[config.mk]
export PLATFORM = sky130hd
export DESIGN_NAME = waveform_edge_time_and_integral
export DESIGN_NICKNAME = d
export VERILOG_FILES = /design/src/wetai_pkg.sv /design/src/wetai_in_stage.sv /design/src/wetai_core.sv /design/src/waveform_edge_time_and_integral.sv
export SDC_FILE = /design/constraint.sdc
export NUM_CORES = 1
export LEC_CHECK = 0
export BUFFER_PORTS_ARGS = -buffer_cell sky130_fd_sc_hd__buf_2
export CORE_MARGIN = 2
export CORE_UTILIZATION = 30
export CTS_CLUSTER_DIAMETER = 120
export DETAILED_ROUTE_END_ITERATION = 8
export GPL_ROUTABILITY_DRIVEN = 0
export HOLD_SLACK_MARGIN = 0.15
export PLACE_DENSITY = 0.56
export REMOVE_ABC_BUFFERS = 1
export SLEW_MARGIN = 40
export SYNTH_ARGS = -nofsm -noshare
export SYNTH_HDL_FRONTEND = slang
export SYNTH_SLANG_ARGS = --single-unit
[constraint.sdc]
create_clock -name i_clk -period 2.85 [get_ports i_clk]
set_input_delay 0.285 -clock i_clk [delete_from_list [all_inputs] [get_ports i_clk]]
set_output_delay 0.285 -clock i_clk [all_outputs]
set_load 0.01 [all_outputs]
[src/wetai_pkg.sv]
// shared types and constants for the waveform edge time and integral block
`default_nettype none
package wetai_pkg;

    // field widths fixed by the stream format
    localparam int SampleBits = 16;
    localparam int IndexBits  = 12;
    localparam int SumBits    = 28;
    localparam int CfgIdxBits = 2;
    localparam int CfgBits    = 16;

    // configuration register indexes
    localparam logic [CfgIdxBits-1:0] CfgThreshold   = 2'd0;
    localparam logic [CfgIdxBits-1:0] CfgWindowFirst = 2'd1;
    localparam logic [CfgIdxBits-1:0] CfgWindowLast  = 2'd2;

    // register reset values
    localparam logic [IndexBits-1:0] WindowLastReset = 12'hFFF;

    // saturation limits of the window sum
    localparam logic signed [SumBits-1:0] SumHigh = {1'b0, {(SumBits-1){1'b1}}};
    localparam logic signed [SumBits-1:0] SumLow  = {1'b1, {(SumBits-1){1'b0}}};

    // one finished waveform result
    typedef struct packed {
        logic                        edge_found;
        logic [IndexBits-1:0]        edge_index;
        logic signed [SumBits-1:0]   window_sum;
    } t_result;

    // configuration seen by the core
    typedef struct packed {
        logic signed [SampleBits-1:0] threshold;
        logic [IndexBits-1:0]         window_first;
        logic [IndexBits-1:0]         window_last;
    } t_cfg;

endpackage
`default_nettype wire

[src/wetai_in_stage.sv]
// input register stage holding one sample request
`default_nettype none
module wetai_in_stage (
    input  wire logic                                i_clk,
    input  wire logic                                i_rst_n,
    input  wire logic                                i_valid,
    output logic                                     o_ready,
    input  wire logic signed [wetai_pkg::SampleBits-1:0] i_sample,
    input  wire logic                                i_last,
    input  wire logic                                i_advance,
    output logic                                     o_valid,
    output logic signed [wetai_pkg::SampleBits-1:0]  o_sample,
    output logic                                     o_last
);

    logic                                    r_valid;
    logic signed [wetai_pkg::SampleBits-1:0] r_sample;
    logic                                    r_last;

    // free when empty or when the held request moves on this cycle
    assign o_ready = !r_valid || i_advance;

    // valid flag
    always_ff @(posedge i_clk) begin
        if (!i_rst_n) begin
            r_valid <= 1'b0;
        end else if (o_ready) begin
            r_valid <= i_valid;
        end
    end

    // payload
    always_ff @(posedge i_clk) begin
        if (o_ready && i_valid) begin
            r_sample <= i_sample;
            r_last   <= i_last;
        end
    end

    assign o_valid  = r_valid;
    assign o_sample = r_sample;
    assign o_last   = r_last;

endmodule
`default_nettype wire

[src/wetai_core.sv]
// per-waveform state: edge search, sample count and saturating window sum
`default_nettype none
module wetai_core #(
    parameter int MAX_SAMPLES = 4096
) (
    input  wire logic                                    i_clk,
    input  wire logic                                    i_rst_n,
    input  wire logic                                    i_advance,
    input  wire logic signed [wetai_pkg::SampleBits-1:0] i_sample,
    input  wire logic                                    i_last,
    input  wire wetai_pkg::t_cfg                         i_cfg,
    output wetai_pkg::t_result                           o_result
);

    localparam int CntBits = $clog2(MAX_SAMPLES + 1);
    localparam int IdxW    = (CntBits > wetai_pkg::IndexBits) ? CntBits
                                                              : wetai_pkg::IndexBits;
    localparam int SumBits = wetai_pkg::SumBits;

    logic signed [wetai_pkg::SampleBits-1:0] r_recent0, r_recent1, r_recent2;
    logic signed [wetai_pkg::SampleBits-1:0] n_recent0, n_recent1, n_recent2;
    logic [CntBits-1:0]                      r_count, n_count;
    logic                                    r_seen, n_seen;
    logic [wetai_pkg::IndexBits-1:0]         r_edge_at, n_edge_at;
    logic signed [SumBits-1:0]               r_acc, n_acc;

    logic                                    w_active;
    logic [IdxW-1:0]                         w_n;
    logic [IdxW-1:0]                         w_n_minus2;
    logic                                    w_edge;
    logic                                    w_in_window;
    logic signed [SumBits:0]                 w_sum;

    // sample index widened for compares against the window registers
    assign w_n        = IdxW'(r_count);
    assign w_n_minus2 = w_n - IdxW'(2);
    assign w_active   = (r_count < CntBits'(MAX_SAMPLES));

    // below, above, above, above
    assign w_edge = !r_seen && (w_n >= IdxW'(3))
                    && (r_recent2 < i_cfg.threshold)
                    && (r_recent1 > i_cfg.threshold)
                    && (r_recent0 > i_cfg.threshold)
                    && (i_sample  > i_cfg.threshold);

    assign w_in_window = (w_n >= IdxW'(i_cfg.window_first))
                         && (w_n <= IdxW'(i_cfg.window_last));

    // one guard bit for the add, then clamp
    assign w_sum = {r_acc[SumBits-1], r_acc}
                   + (SumBits+1)'(i_sample);

    // next state for this sample
    always_comb begin
        n_recent0 = r_recent0;
        n_recent1 = r_recent1;
        n_recent2 = r_recent2;
        n_count   = r_count;
        n_seen    = r_seen;
        n_edge_at = r_edge_at;
        n_acc     = r_acc;
        if (w_active) begin
            if (w_edge) begin
                n_seen    = 1'b1;
                n_edge_at = w_n_minus2[wetai_pkg::IndexBits-1:0];
            end
            if (w_in_window) begin
                if (w_sum[SumBits] != w_sum[SumBits-1]) begin
                    n_acc = w_sum[SumBits] ? wetai_pkg::SumLow : wetai_pkg::SumHigh;
                end else begin
                    n_acc = w_sum[SumBits-1:0];
                end
            end
            n_recent2 = r_recent1;
            n_recent1 = r_recent0;
            n_recent0 = i_sample;
            n_count   = r_count + CntBits'(1);
        end
    end

    // result formed from the state after this sample
    always_comb begin
        o_result.edge_found = n_seen;
        o_result.edge_index = n_seen ? n_edge_at : '0;
        o_result.window_sum = n_acc;
    end

    // state register, cleared after the final sample of a waveform
    always_ff @(posedge i_clk) begin
        if (!i_rst_n) begin
            r_recent0 <= '0;
            r_recent1 <= '0;
            r_recent2 <= '0;
            r_count   <= '0;
            r_seen    <= 1'b0;
            r_edge_at <= '0;
            r_acc     <= '0;
        end else if (i_advance) begin
            if (i_last) begin
                r_recent0 <= '0;
                r_recent1 <= '0;
                r_recent2 <= '0;
                r_count   <= '0;
                r_seen    <= 1'b0;
                r_edge_at <= '0;
                r_acc     <= '0;
            end else begin
                r_recent0 <= n_recent0;
                r_recent1 <= n_recent1;
                r_recent2 <= n_recent2;
                r_count   <= n_count;
                r_seen    <= n_seen;
                r_edge_at <= n_edge_at;
                r_acc     <= n_acc;
            end
        end
    end

endmodule
`default_nettype wire

[src/waveform_edge_time_and_integral.sv]
// a result reaches the output via the input register and then the result register
// throughput: one sample per cycle when not stalled; the compare, count and saturating
// add of the core fit between the input register and the state and result registers
// a final sample waits in the input register while an earlier result is not yet taken
// reset (synchronous, active low) clears all waveform state, empties both stages and
// returns threshold 0, window_first 0, window_last 4095
`default_nettype none
module waveform_edge_time_and_integral #(
    parameter int MAX_SAMPLES = 4096
) (
    input  wire logic        i_clk,
    input  wire logic        i_rst_n,
    // sample requests
    input  wire logic        i_s_axis_tvalid,
    output logic             o_s_axis_tready,
    input  wire logic [15:0] i_s_axis_tdata,   // [15:0] sample
    input  wire logic        i_s_axis_tlast,   // end_of_wave
    // results
    output logic             o_m_axis_tvalid,
    input  wire logic        i_m_axis_tready,
    output logic [39:0]      o_m_axis_tdata,   // [11:0] edge_index, [39:12] window_sum
    output logic             o_m_axis_tuser,   // edge_found
    // configuration writes
    input  wire logic        i_cfg_we,
    input  wire logic [wetai_pkg::CfgIdxBits-1:0] i_cfg_index,
    input  wire logic [wetai_pkg::CfgBits-1:0]    i_cfg_data
);

    wetai_pkg::t_cfg    r_cfg;
    wetai_pkg::t_result w_result;
    wetai_pkg::t_result r_out;
    logic               r_out_valid;

    logic                                    w_s1_valid;
    logic signed [wetai_pkg::SampleBits-1:0] w_s1_sample;
    logic                                    w_s1_last;
    logic                                    w_out_free;
    logic                                    w_s1_adv;

    // configuration registers
    always_ff @(posedge i_clk) begin
        if (!i_rst_n) begin
            r_cfg.threshold    <= '0;
            r_cfg.window_first <= '0;
            r_cfg.window_last  <= wetai_pkg::WindowLastReset;
        end else if (i_cfg_we) begin
            case (i_cfg_index)
                wetai_pkg::CfgThreshold: begin
                    r_cfg.threshold <= i_cfg_data[wetai_pkg::SampleBits-1:0];
                end
                wetai_pkg::CfgWindowFirst: begin
                    r_cfg.window_first <= i_cfg_data[wetai_pkg::IndexBits-1:0];
                end
                wetai_pkg::CfgWindowLast: begin
                    r_cfg.window_last <= i_cfg_data[wetai_pkg::IndexBits-1:0];
                end
                default: begin
                end
            endcase
        end
    end

    // a final sample moves on only when the result register can take its result
    assign w_out_free = !r_out_valid || i_m_axis_tready;
    assign w_s1_adv   = w_s1_valid && (!w_s1_last || w_out_free);

    wetai_in_stage u_in_stage (
        .i_clk     (i_clk),
        .i_rst_n   (i_rst_n),
        .i_valid   (i_s_axis_tvalid),
        .o_ready   (o_s_axis_tready),
        .i_sample  (i_s_axis_tdata),
        .i_last    (i_s_axis_tlast),
        .i_advance (w_s1_adv),
        .o_valid   (w_s1_valid),
        .o_sample  (w_s1_sample),
        .o_last    (w_s1_last)
    );

    wetai_core #(
        .MAX_SAMPLES (MAX_SAMPLES)
    ) u_core (
        .i_clk     (i_clk),
        .i_rst_n   (i_rst_n),
        .i_advance (w_s1_adv),
        .i_sample  (w_s1_sample),
        .i_last    (w_s1_last),
        .i_cfg     (r_cfg),
        .o_result  (w_result)
    );

    // result register valid
    always_ff @(posedge i_clk) begin
        if (!i_rst_n) begin
            r_out_valid <= 1'b0;
        end else if (w_s1_adv && w_s1_last) begin
            r_out_valid <= 1'b1;
        end else if (i_m_axis_tready) begin
            r_out_valid <= 1'b0;
        end
    end

    // result register payload
    always_ff @(posedge i_clk) begin
        if (w_s1_adv && w_s1_last) begin
            r_out <= w_result;
        end
    end

    assign o_m_axis_tvalid = r_out_valid;
    assign o_m_axis_tdata  = {r_out.window_sum, r_out.edge_index};
    assign o_m_axis_tuser  = r_out.edge_found;

    // no edge means index zero
    a_index_zero_without_edge: assert property (@(posedge i_clk) disable iff (!i_rst_n)
        o_m_axis_tvalid |-> (o_m_axis_tuser || (o_m_axis_tdata[11:0] == 12'd0)))
        else $error("edge_index nonzero without an edge");

    // a result is only loaded into a free result register
    a_no_result_overwrite: assert property (@(posedge i_clk) disable iff (!i_rst_n)
        (w_s1_adv && w_s1_last) |-> w_out_free)
        else $error("result register overwritten");

    // input only stalls behind a final sample waiting for the result register
    a_stall_cause: assert property (@(posedge i_clk) disable iff (!i_rst_n)
        !o_s_axis_tready |-> (w_s1_valid && w_s1_last && r_out_valid && !i_m_axis_tready))
        else $error("input stalled without a blocked final sample");

endmodule
`default_nettype wire
# --- Word-level counts from Yosys, hierarchy flattened ---
# Index checks and enable logic that the tools add are counted.
op_classes:
  n_lt_le_gt_ge: 8
  addsub: 3
  n_reduce_logical: 23
  eq_ne: 3
  muxes: 21
ops:
  columns: ["cell", "n"]
  rows:
  - ["$mux 28", 5]
  - ["$mux 16", 6]
  - ["$gt 16x16->1", 3]
  - ["$mux 12", 3]
  - ["$add 28x16->29", 1]
  - ["$mux 13", 2]
  - ["$lt 16x16->1", 1]
  - ["$add 13x1->13 const B", 1]
  - ["$ge 13x12->1", 1]
  - ["$ge 13x2->1 const B", 1]
  - ["$le 13x12->1", 1]
  - ["$lt 13x13->1 const B", 1]
  - ["$sub 12x2->12 const B", 1]
  - ["$logic_and 1x1->1", 9]
  - ["$reduce_and 2->1", 4]
  - ["$mux 1", 5]
  - ["$logic_not 1->1", 4]
  - ["$reduce_bool 2->1", 2]
  - ["$logic_or 1x1->1", 3]
  - ["$eq 2x1->1 const B", 1]
  - ["$eq 2x2->1 const B", 1]
  - ["$logic_not 2->1", 1]
  - ["$ne 1x1->1", 1]
word_totals:
  in_bits: 40
  regBits: 202
  elab_cells: 75
  output_inout_bits: 43

# --- Logic depth before layout (Yosys ltp) ---
logic_depth:
  ltp_word: 9
  mapped_depth: 13
  ltp_nobuf: 11

# --- By module ---
# Synthesis repeated with hierarchy kept, for this count alone.
unflattened:
  hier_cells: 1254
  hier_area_um2: 11638.7
by_module_without_submodules:
  columns: ["mod", "n_inst", "cells_per_inst", "seq_area_each_um2", "area_per_inst_um2"]
  rows:
  - ["wetai_core", 1, 1019, 2042.0, 8184.1]
  - ["waveform_edge_time_and_integral", 1, 213, 2052.0, 2886.5]
  - ["wetai_in_stage", 1, 22, 530.5, 568.0]

# --- Worst setup path before layout ---
# No wires, ideal clock.
synth_timing:
  path_type: "register to register"
  startpoint: "reg u_in_stage.r_sample (netlist bit u_in_stage.o_sample[15])"
  endpoint: "reg r_out (netlist bit o_m_axis_tdata[12]), data pin"
  arrival_ns: 2.876
  slack_ns: -0.282
  path_stages_with_launch: 12
  path_buffers: 1
  setup_ns: 0.256
  synth_period_minus_slack_ns: 3.132
  required_time_ns: 2.594
  path_cell_list: "edfxtp_1 -> ha_1 -> a21o_1 -> a21oi_2 -> or3b_1 -> o32a_1 -> nand2_1 -> or3_1 -> and2_1 -> buf_2 -> nand2_2 -> o22a_1"
synth_via:
  elab_chain_len: 5
  word_cells_on_any_way: 6
  cone_classes: "1 x add/sub; 1 x eq/ne; 4 x mux"
synth_rtl:
  columns: ["item", "line_no", "source"]
  rows:
  - ["from (decl)", "wetai_in_stage.sv:17", "logic signed [wetai_pkg::SampleBits-1:0] r_sample;"]
  - ["from (signal assigned)", "wetai_in_stage.sv:35", "r_sample <= i_sample;"]
  - ["$add 28x16->29 *", "wetai_core.sv:51", "+ (SumBits+1)'(i_sample);"]
  - ["$mux 28 or $ne 1x1->1 (tied branches)", "wetai_core.sv:69, wetai_core.sv:68", null]
  - ["$mux 28 *", "wetai_core.sv:68", "if (w_sum[SumBits] != w_sum[SumBits-1]) begin"]
  - ["$mux 28 *", "wetai_core.sv:67", "if (w_in_window) begin"]
  - ["$mux 28 *", "wetai_core.sv:62", "if (w_active) begin"]
  - ["via u_core.n_acc[0]", "wetai_core.sv:25", "logic signed [SumBits-1:0] r_acc, n_acc;"]
  - ["to (signal assigned)", "waveform_edge_time_and_integral.sv:106", "r_out <= w_result;"]
  - ["to (decl)", "waveform_edge_time_and_integral.sv:31", "wetai_pkg::t_result r_out;"]
# The timed path passes the listed nets; every way through them passes the cells marked *.
# A chain may end at the register's enable or synchronous reset.

# --- Worst setup path in the final report ---
layout_timing:
  startpoint: "reg u_in_stage.r_sample (netlist bit u_in_stage.o_sample[15])"
  endpoint: "reg r_out (netlist bit o_m_axis_tdata[22]), data pin"
# Same word-level chain as after synthesis.

==> flow_summary_export.csv <==
group,metric,value,unit
route,final_routed_wirelength,34.4,mm
worst_hold_path,hp-class,"input port to register",
logic_synthesis,yosys_warnings,0,
critical_path,setup.worst_path.start_class,"register",
grt,grt_overflow,0,
sta,finalSetupViolCount,67,
floorplanning,design.die.area,0.0395,mm^2
final_layout,finalNetCount,1670,
logic_synthesis,synth.cell_area,0.0114,mm^2
route,wl_met1,15.8,mm
logic_synthesis,synth_cell_types,75,
route,routed-via-count,10100,
critical_path,crit_arrival,3.36,ns
power,cellPowerDensity,478,mW/mm^2
route,drt_first_pass_iters,5,
clock_tree,clk_pin_slew,0.06,ns
sta,fmaxAchievable,0.324,GHz
logic_synthesis,synth_seq_cells,202,
critical_path,critical_path_required,3.13,ns
critical_path,max_stage_delay,0.42,ns
grt,grtUsageTotal,0.170,
logic_synthesis,part_of_the_yosys_area_used_for_sequential_elements,0.406,
critical_path,critical-path-slowest-cell,"edfxtp_1",
sta,timing_worst_slew_pin_value,0.835,ns
sta,finalWorstPathRequiredPeriod,3.08,ns
clock_tree,clk_root_buffer_cell,"clkbuf_16",
route,detail_route.drc_violations,0,
floorplanning,placement_rows,71,
sta,maxSlewViolCount,0,
sta,setup_repair_after_global_routing_missed_its_margin,"yes",
sta,skew,0.0206,ns
run_status,outcome,"complete, but fails checks",
route,postRouteAntennaNets,0,
grt,grt_pass1_vias,10000,
job,cap_viol_max_count,0,
final_layout,layout.core_utilization,0.431,
final_layout,final_area,0.0161,mm^2
critical_path,worst-setup-path-type,"register to register",
floorplanning,fp.dieH,199,um
power,p_leak,6.95,nW
critical_path,critical_path.cell_chain,"buf_12, buf_12, ha_4, buf_4, nand3_2, a21boi_1, o21a_1, nor4_2, a21oi_2, o211ai_1, and2_4, buf_8, nand2_4, a22o_1",
power,worst_ir_drop_vdd,425,uV
floorplanning,floorplan.initialDensity,0.303,
grt,grt_antenna_before_repair,1,
floorplanning,design.portCount,83,
route,detail_route.iter0.violations,573,
final_layout,post_route_cells_drive_above_1_share,0.327,
route,maxUsedRoutingLayer,"met5",
clock_tree,clk-insertion-delay-late,0.53,ns
run_status,violated_checks,"setup timing",
sta,final_critical_path_setup_slack,-0.234,ns
clock_tree,cts_inserted_buffers,25,
clock_tree,clk_path_buf_depth,3,
grt,grt_pass1_wl,53.5,mm
logic_synthesis,post_synthesis_average_cell_area,9.57,um^2
clock_tree,cts_max_level,1,
critical_path,timing.critical_path.mode_cell,"buf_12",
floorplanning,core_region_area,0.0375,mm^2
route,route.detailed.vias_per_inst,4.97,
logic_synthesis,number_of_enable_type_register_cells_in_the_synthesized_netlist,58,
logic_synthesis,ys_dominant_reg_cell,"dfxtp_1",
route,detailroute.wirelength.met3,1.31,mm
sta,min_period_over_period,1.08,
sta,slew_headroom,0.442,
clock_tree,tritoncts,"yes",
critical_path,timing.reg2reg.setup_slack,-0.23,ns
place,detailed_placement_hpwl,25.3,mm
sta,hold_viol,0,
floorplanning,die_width,199,um
critical_path,critPathCaptureType,"register",
place,placedInstanceArea,0.0138,mm^2
route,detailroute.wirelength.met2,16.5,mm
logic_synthesis,share_of_async_settable_or_async_resettable_flops_after_synthesis,0,
route,post_drt_wl_per_cell,16.9,um
sta,worst_hold_margin,0.227,ns
grt,grt_max_degree,74,
place,buffer_ports.inserted,82,
clock_tree,clock-sinks,202,
critical_path,critical_path.max_fanout,6,
logic_synthesis,synthesized_instance_count,1189,
final_layout,num_antenna_cells,0,
final_layout,area_growth_syn_to_layout,41.9,%
[cell usage after synthesis (8+ instances only)]
library cell,n,area [um^2]
nor2_1,57,214
a22o_1,18,158
nand2_1,126,473
o22a_1,10,87.6
a21o_1,30,225
o211ai_1,18,135
a21boi_0,20,150
xnor2_1,18,158
edfxtp_1,58,1740
inv_1,57,214
xor2_1,20,175
o21ai_1,8,40.0
o21ai_0,44,220
a22oi_1,50,375
o21a_1,15,113
nand4_1,19,119
nand2b_1,10,62.6
mux2i_1,14,140
dfxtp_1,144,2880
nor2b_1,70,438
ha_1,119,1490
a21oi_1,53,265
clkbuf_1,37,139
nand3_1,20,100
o2bb2ai_1,12,105
[cell families (layout without fill, tap and decap cells)]
| group | after synthesis | in the layout | share of synthesized area |
|---|---|---|---|
| xor+xnor | 38 | 38 | 0.0293 |
| compound gates | 343 | 344 | 0.220 |
| buf+inv | 109 | 445 | 0.0386 |
| mux | 16 | 16 | 0.0143 |
| flops | 202 | 202 | 0.406 |
| simple gates | 361 | 362 | 0.159 |
| fa+ha+maj | 120 | 120 | 0.133 |
[worst paths after layout]
kind | startpoint | end | cells past startpoint
hold reg to reg | r_cfg[39]$_SDFFE_PN0P_ | r_cfg[39]$_SDFFE_PN0P_ | 2
hold / removal | i_m_axis_tready | o_m_axis_tvalid$_SDFFE_PN0P_ | 4
setup / recovery | u_in_stage.o_sample[15]$_DFFE_PP_ | o_m_axis_tdata[22]$_DFFE_PP_ | 14
setup reg to reg | u_in_stage.o_sample[15]$_DFFE_PP_ | o_m_axis_tdata[22]$_DFFE_PP_ | 14
[cell type report]
class | count | area (um^2)
Tap cell | 511 | 639
Fill cell | 3631 | 21300
Clock inverter | 11 | 93.8
Clock buffer | 33 | 686
Multi-Input combinational cell | 880 | 7210
Inverter | 58 | 220
Timing Repair Buffer | 343 | 2680
Sequential cell | 202 | 4630
[report_power, final]
part           internal (W)  switching, W  leakage, nW
logic              0.000757      0.000791         4.85
clock network       0.00178       0.00124        0.385
registers           0.00308     0.0000660         1.71
[layer usage]
| metal | track usage | up-vias |
|---|---|---|
| li1 | - | 5017 |
| met5 | 0 | - |
| met2 | 0.291 | 189 |
| met3 | 0.0232 | 58 |
| met4 | 0.0503 | 2 |
| met1 | 0.222 | 4858 |
[cell usage in the layout (no fill, tap or decap), types with 13 or more instances in the layout]
master         instances
a21boi_0              18
a21o_1                30
a21oi_1               40
a22o_1                18
a22oi_1               50
buf_2                 82
buf_4                197
buf_6                 16
clkbuf_16             27
dfxtp_1              143
dlygate4sd3_1         34
edfxtp_1              58
ha_1                 104
ha_4                  13
inv_1                 53
mux2i_1               14
nand2_1              115
nand3_1               17
nand4_1               19
nor2_1                41
nor2b_1               69
o211ai_1              18
o21a_1                15
o21ai_0               23
o21ai_2               16
o2bb2ai_2             16
xnor2_1               17
xor2_1                19
[what timing repair did]
item,4_1_cts,5_1_grt
pin swaps,40,80
hold endpoints to repair,58,0
gates resized for setup,89,134
setup endpoints to repair,80,81
buffers inserted,12,11
gates cloned,1,4
hold buffers,34,0
[worst max-delay path: cells and delay by family (launching register included)]
family,cells,cell delay (ns)
compound gates,5,0.87
simple gates,4,0.68
buf+inv,4,0.65
flops,1,0.42
fa+ha+maj,1,0.22
[state kept, by name, indices dropped and copies added (netlist names)]
register / flops
u_core.r_recent2: 16
u_core.r_seen: 1
o_m_axis_tuser: 1
u_in_stage.o_sample: 16
o_m_axis_tdata: 40
u_core.r_recent0: 16
u_in_stage.o_valid: 1
u_core.r_acc: 28
u_core.r_count: 13
u_in_stage.o_last: 1
r_cfg: 40
u_core.r_recent1: 16
u_core.r_edge_at: 12
o_m_axis_tvalid: 1
[stage by stage]
stage | worst slack (ns) | setup TNS (ns) | instances | power, W
global placement | -0.354 | -21.60 | 1934 | 0.00447
global route | -0.308 | -15.75 | 2038 | 0.00806
detailed placement | -0.439 | -26.72 | 1935 | 0.00449
finish | -0.234 | -10.05 | 2038 | 0.00772
CTS | -0.222 | -10.03 | 2025 | 0.00767
floorplan | -0.473 | -14.61 | 1138 | 0.00387
Power figures use the tool's default switching activity.
